<file path="config.mk">
export PLATFORM = sky130hd
export DESIGN_NAME = dfs_ctrl
export DESIGN_NICKNAME = d
export VERILOG_FILES = /design/src/sv/dfs_pkg.sv /design/src/sv/dfs_ctrl.sv
export SDC_FILE = /design/constraint.sdc
export NUM_CORES = 1
export LEC_CHECK = 0
export ABC_AREA = 1
export BUFFER_PORTS_ARGS = -buffer_cell sky130_fd_sc_hd__clkbuf_2
export CAP_MARGIN = 20
export CORE_UTILIZATION = 40
export CTS_BUF_LIST = sky130_fd_sc_hd__clkbuf_2 sky130_fd_sc_hd__clkbuf_4 sky130_fd_sc_hd__clkbuf_8
export DETAILED_ROUTE_END_ITERATION = 16
export SYNTH_ARGS = -nofsm -noshare
export SYNTH_HDL_FRONTEND = slang
export SYNTH_SLANG_ARGS = --single-unit
</file>
<file path="constraint.sdc">
create_clock -name clk -period 1.6 [get_ports clk]
set_input_delay 0.32 -clock clk [delete_from_list [all_inputs] [get_ports clk]]
set_output_delay 0.32 -clock clk [all_outputs]
set_load 0.01 [all_outputs]
</file>
<file path="src/sv/dfs_pkg.sv">
package dfs_pkg;

	localparam int MAG_W   = 16;
	localparam int SCALE_W = 32;
	localparam int FIELD_W = 32;
	localparam int FRAC_W  = 28;
	localparam int CIDX_W  = 3;
	localparam int DIV_W   = 19;
	localparam int PROD_W  = 32;
	localparam int DOT_W   = 34;
	localparam int GRAD_W  = 36;
	localparam int T_W     = 38;
	localparam int TH_W    = T_W - FRAC_W;
	localparam int LO_W    = FRAC_W + 1 + SCALE_W;
	localparam int HI_W    = TH_W + SCALE_W;
	localparam int R_W     = HI_W + 2;
	localparam int SETTLE_CYC = 3;

	localparam logic [CIDX_W-1:0] CFG_SIZE_X = 3'd0;
	localparam logic [CIDX_W-1:0] CFG_SIZE_Y = 3'd1;
	localparam logic [CIDX_W-1:0] CFG_SIZE_Z = 3'd2;
	localparam logic [CIDX_W-1:0] CFG_AXIS_X = 3'd3;
	localparam logic [CIDX_W-1:0] CFG_AXIS_Y = 3'd4;
	localparam logic [CIDX_W-1:0] CFG_AXIS_Z = 3'd5;
	localparam logic [CIDX_W-1:0] CFG_SCALE  = 3'd6;

	localparam logic [2:0] NBR_LAST = 3'd5;
	localparam logic [2:0] SC_LAST  = 3'd3;

	typedef enum logic [2:0] {
		ST_SETTLE,
		ST_IDLE,
		ST_READ,
		ST_WAIT,
		ST_TERM,
		ST_SCALE,
		ST_OUT
	} state_t;

	typedef struct packed {
		logic       accept;
		logic       rd_en;
		logic [2:0] rd_idx;
		logic       term_en;
		logic       sc_en;
		logic [1:0] sc_comp;
		logic       load_out;
	} dfs_cmd_t;

	typedef struct packed {
		logic produce;
		logic size_wr;
	} dfs_stat_t;

endpackage

</file>
<file path="src/sv/dfs_ctrl.sv">
module dfs_ctrl (
	input  logic             clk,
	input  logic             arst_n,
	input  logic             in_valid,
	input  logic             out_stall,
	input  dfs_pkg::dfs_stat_t stat,
	output logic             in_stall,
	output logic             out_valid,
	output dfs_pkg::dfs_cmd_t  cmd
);
	import dfs_pkg::*;

	state_t     state_q, state_d;
	logic [2:0] cnt_q, cnt_d;
	logic       out_valid_q;

	always_ff @(posedge clk or negedge arst_n) begin
		if (!arst_n) begin
			state_q     <= ST_SETTLE;
			cnt_q       <= '0;
			out_valid_q <= 1'b0;
		end else begin
			state_q <= state_d;
			cnt_q   <= cnt_d;
			if (cmd.load_out) begin
				out_valid_q <= 1'b1;
			end else if (!out_stall) begin
				out_valid_q <= 1'b0;
			end
		end
	end

	always_comb begin
		state_d  = state_q;
		cnt_d    = cnt_q;
		cmd      = '0;
		in_stall = 1'b1;
		case (state_q)
			ST_SETTLE: begin
				if (cnt_q == 3'(SETTLE_CYC - 1)) begin
					state_d = ST_IDLE;
					cnt_d   = '0;
				end else begin
					cnt_d = cnt_q + 3'd1;
				end
			end
			ST_IDLE: begin
				in_stall = stat.size_wr;
				if (in_valid && !stat.size_wr) begin
					cmd.accept = 1'b1;
					if (stat.produce) begin
						state_d = ST_READ;
						cnt_d   = '0;
					end
				end
			end
			ST_READ: begin
				cmd.rd_en  = 1'b1;
				cmd.rd_idx = cnt_q;
				if (cnt_q == NBR_LAST) begin
					state_d = ST_WAIT;
					cnt_d   = '0;
				end else begin
					cnt_d = cnt_q + 3'd1;
				end
			end
			ST_WAIT: begin
				// read data and product stages drain into the accumulators
				if (cnt_q == 3'd1) begin
					state_d = ST_TERM;
					cnt_d   = '0;
				end else begin
					cnt_d = cnt_q + 3'd1;
				end
			end
			ST_TERM: begin
				cmd.term_en = 1'b1;
				state_d     = ST_SCALE;
				cnt_d       = '0;
			end
			ST_SCALE: begin
				if (cnt_q != SC_LAST) begin
					cmd.sc_en   = 1'b1;
					cmd.sc_comp = cnt_q[1:0];
					cnt_d       = cnt_q + 3'd1;
				end else begin
					state_d = ST_OUT;
					cnt_d   = '0;
				end
			end
			ST_OUT: begin
				if (!out_valid_q || !out_stall) begin
					cmd.load_out = 1'b1;
					state_d      = ST_IDLE;
				end
			end
			default: begin
				state_d = ST_SETTLE;
				cnt_d   = '0;
			end
		endcase
		if (stat.size_wr) begin
			state_d = ST_SETTLE;
			cnt_d   = '0;
		end
	end

	assign out_valid = out_valid_q;

endmodule

</file>
==> flow_summary.json <==
{
  "outcome": "finished with violations",
  "violations": "setup timing",
  "cp.required_ps": 1740,
  "cp_cell_sequence": "buf_6, inv_4, ha_4, inv_4, nor2_4, buf_6, buf_6, nor3_2, nor2_1, nand2_1, nand2_1, nand2_1",
  "cp-end-kind": "register",
  "maxSlewHeadroom_pct": 84.87,
  "arrival_ps": 1750,
  "tritoncts": "yes",
  "synth_top_cell_by_area": "dfrtp_1",
  "gr-total-overflow": 0,
  "final_cell_mix": "30 x nand2_1, 22 x nor2_1, 13 x clkbuf_2, 13 x buf_4, 9 x inv_1",
  "wire_per_inst_um": 11.95,
  "leakage_nw": 0.5995,
  "layout-drive-gt1-share_pct": 46.58,
  "period_share_pct": 101.1,
  "fin_nets": 173,
  "rsz0062_at_grt": "true",
  "critPathKind": "register to register",
  "numPortBuffers": 17,
  "cp-start-kind": "register",
  "ff_latch_area_sq_um": 177.7,
  "fillers": 153,
  "cap_violations": 0,
  "period_minus_slack_ps": 1618,
  "rr_startpoint": "cnt_q[0]",
  "p_total_w": 0.001707,
  "grt_max_degree": 12,
  "cts_sinks": 7,
  "setup_viol": 2,
  "wl_mm": 2.223,
  "synth.area.top_cells": "dfrtp_1 24%, nand2_1 18%, nor2_1 15%",
  "placed_area_sq_um": 890.9,
  "numCtsBuffers": 3,
  "synth_cell_type_count": 18,
  "die_y_um": 45.07,
  "crit_path_start": "cnt_q[0]",
  "antenna_found_initial": 0,
  "crit_fanout": 4,
  "p_per_area_mw_per_mm2": 1466,
  "hold_path.class": "input pin to register",
  "final_common_cell": "nand2_1",
  "dr_total_vias": 930,
  "synthMuxAreaShare_pct": 0,
  "netlist_area_sq_um": 742.0,
  "finalMaxSlewViolations": 0,
  "tns_ps": -30.28,
  "synth_fp_nets": 136,
  "top_level_ports": 18,
  "crit_path_end": "cnt_q[0]",
  "synthCells": 125,
  "max-vdd-ir-drop_mv": 0.9853,
  "dp_cells": 173,
  "initial_core_util_pct": 42.97,
  "r2r_slack_ps": -20,
  "timing.fmax_mhz": 618.2,
  "cts_buffer_depth": 2,
  "cts-htree-levels": 1,
  "clk-insertion-delay-late_ps": 240,
  "skew_ps": 2.579,
  "rr_worst_depth": 12,
  "hold_viol": 0,
  "path_clk_slew_ps": 50,
  "drt_iter0_markers": 21,
  "setup_ws_ps": -17.53,
  "hpwlAfterDp_mm": 1.521,
  "core_sq_mm": 0.001727,
  "area_growth_pct": 57.00,
  "multi_input_area_sq_um": 629.4,
  "hp-start": "out_stall",
  "cts-root-buf": "clkbuf_4",
  "synth_compound_area_share_pct": 5.396,
  "worst_slew_pin_slew_ps": 226.3,
  "fin_area_sq_mm": 0.001165,
  "die-area_sq_mm": 0.002031,
  "placementRows": 15,
  "dr.pass1.iters": 4,
  "diodes": 0,
  "syn_avg_cell_area_sq_um": 5.936,
  "netlist.area_leader.share_pct": 23.61,
  "synth-xor-area-share_pct": 0,
  "antenna_left": 0,
  "die_w_um": 45.07,
  "fin_cells": 186,
  "synth_fa_ha_area_share_pct": 8.432,
  "synth_top_family_by_area": "simple AND/OR/NAND/NOR gates",
  "synth_seq_cells": 7,
  "yosysSeqAreaShare_pct": 23.61,
  "utilization_pct": 67.46,
  "vias_per_cell": 5.000,
  "grtUsageTotal_pct": 22.16,
  "yosysWarnings": 0,
  "grt_pass1_wl_mm": 3.367,
  "cp_slowest_cell": "dfrtp_1",
  "slowest_delay_ps": 420,
  "synth-simple-area-share_pct": 50.76,
  "timing.rr.end": "cnt_q[0]",
  "gp_congestion": 0.9136,
  "grt_pass1_vias": 863,
  "drc": 0
}
## through the flow
step | worst slack [ps] | hold WS (ps)
finish | -17.53 | 337.1
detailed placement | 44.60 | 168.0
floorplan | 105.2 | 24.41
CTS | -25.71 | 308.7
global route | -80.03 | 325.8
global placement | 64.27 | 164.1
## synth_stat cells
| master | count |
|---|---|
| ha_1 | 5 |
| nor2_2 | 1 |
| or2_2 | 2 |
| inv_1 | 14 |
| a21oi_1 | 4 |
| buf_12 | 1 |
| o21a_1 | 1 |
| nand3_1 | 8 |
| and2_1 | 1 |
| nor2_1 | 30 |
| nor2_4 | 1 |
| nor3_1 | 10 |
| nand2_1 | 35 |
| inv_2 | 2 |
| nand2_2 | 1 |
| o211ai_2 | 1 |
| dfrtp_1 | 7 |
| buf_4 | 1 |
## layout make-up
| class | instances | share of cell area (%) |
|---|---|---|
| tap | 25 | 2.685 |
| clock buffer | 4 | 2.578 |
| inverter | 16 | 6.015 |
| sequential | 7 | 15.25 |
| multi-input combinational | 100 | 54.03 |
| timing repair buffer | 34 | 19.44 |
## state kept, by name (all words and copies together) (netlist names)
| signal | count |
|---|---|
| cnt_q | 3 |
| out_valid | 1 |
| state_q | 3 |
## worst max-delay path: cells and delay by family (launching register included)
family	cells	cell delay, ps
AND/OR/NAND/NOR	6	490
adder cells (fa/ha/maj)	1	140
flip-flops	1	420
buffers and inverters	5	450
## worst min-delay path by stage
stage | slack (ps) | cells after the start | to
2_1_floorplan | 20 | 0 | cnt_q[0]
3_3_place_gp | 160 | 1 | out_valid
3_5_place_dp | 170 | 1 | out_valid
4_1_cts | 310 | 3 | out_valid
5_1_grt | 330 | 3 | out_valid
6_report | 340 | 3 | out_valid
## routing by layer
metal	up-vias	track usage [%]	wire length, um
met5	-	0	0
met4	0	9.091	43
met3	4	1.200	60
met2	26	40.58	1170
met1	436	26.68	948
li1	464	-	-
## kinds of logic after synthesis
kind of cell	count (synthesis)
simple gates	89
buf+inv	18
flops	7
compound gates	6
fa+ha+maj	5
## where the power goes
| group | total (W) | switching (W) | internal [W] |
|---|---|---|---|
| logic | 0.00123 | 0.000698 | 0.000530 |
| registers | 0.000308 | 0.0000753 | 0.000232 |
| clock network | 0.000171 | 0.0000596 | 0.000112 |
## what timing repair did
item,in CTS,in global routing
endpoints found under the setup margin,8,14
resized for setup,11,41
hold endpoints to repair,7,0
pin swaps,3,13
setup buffers,6,2
hold buffers,1,0
Note: power is estimated with default switching activity, not from simulation.
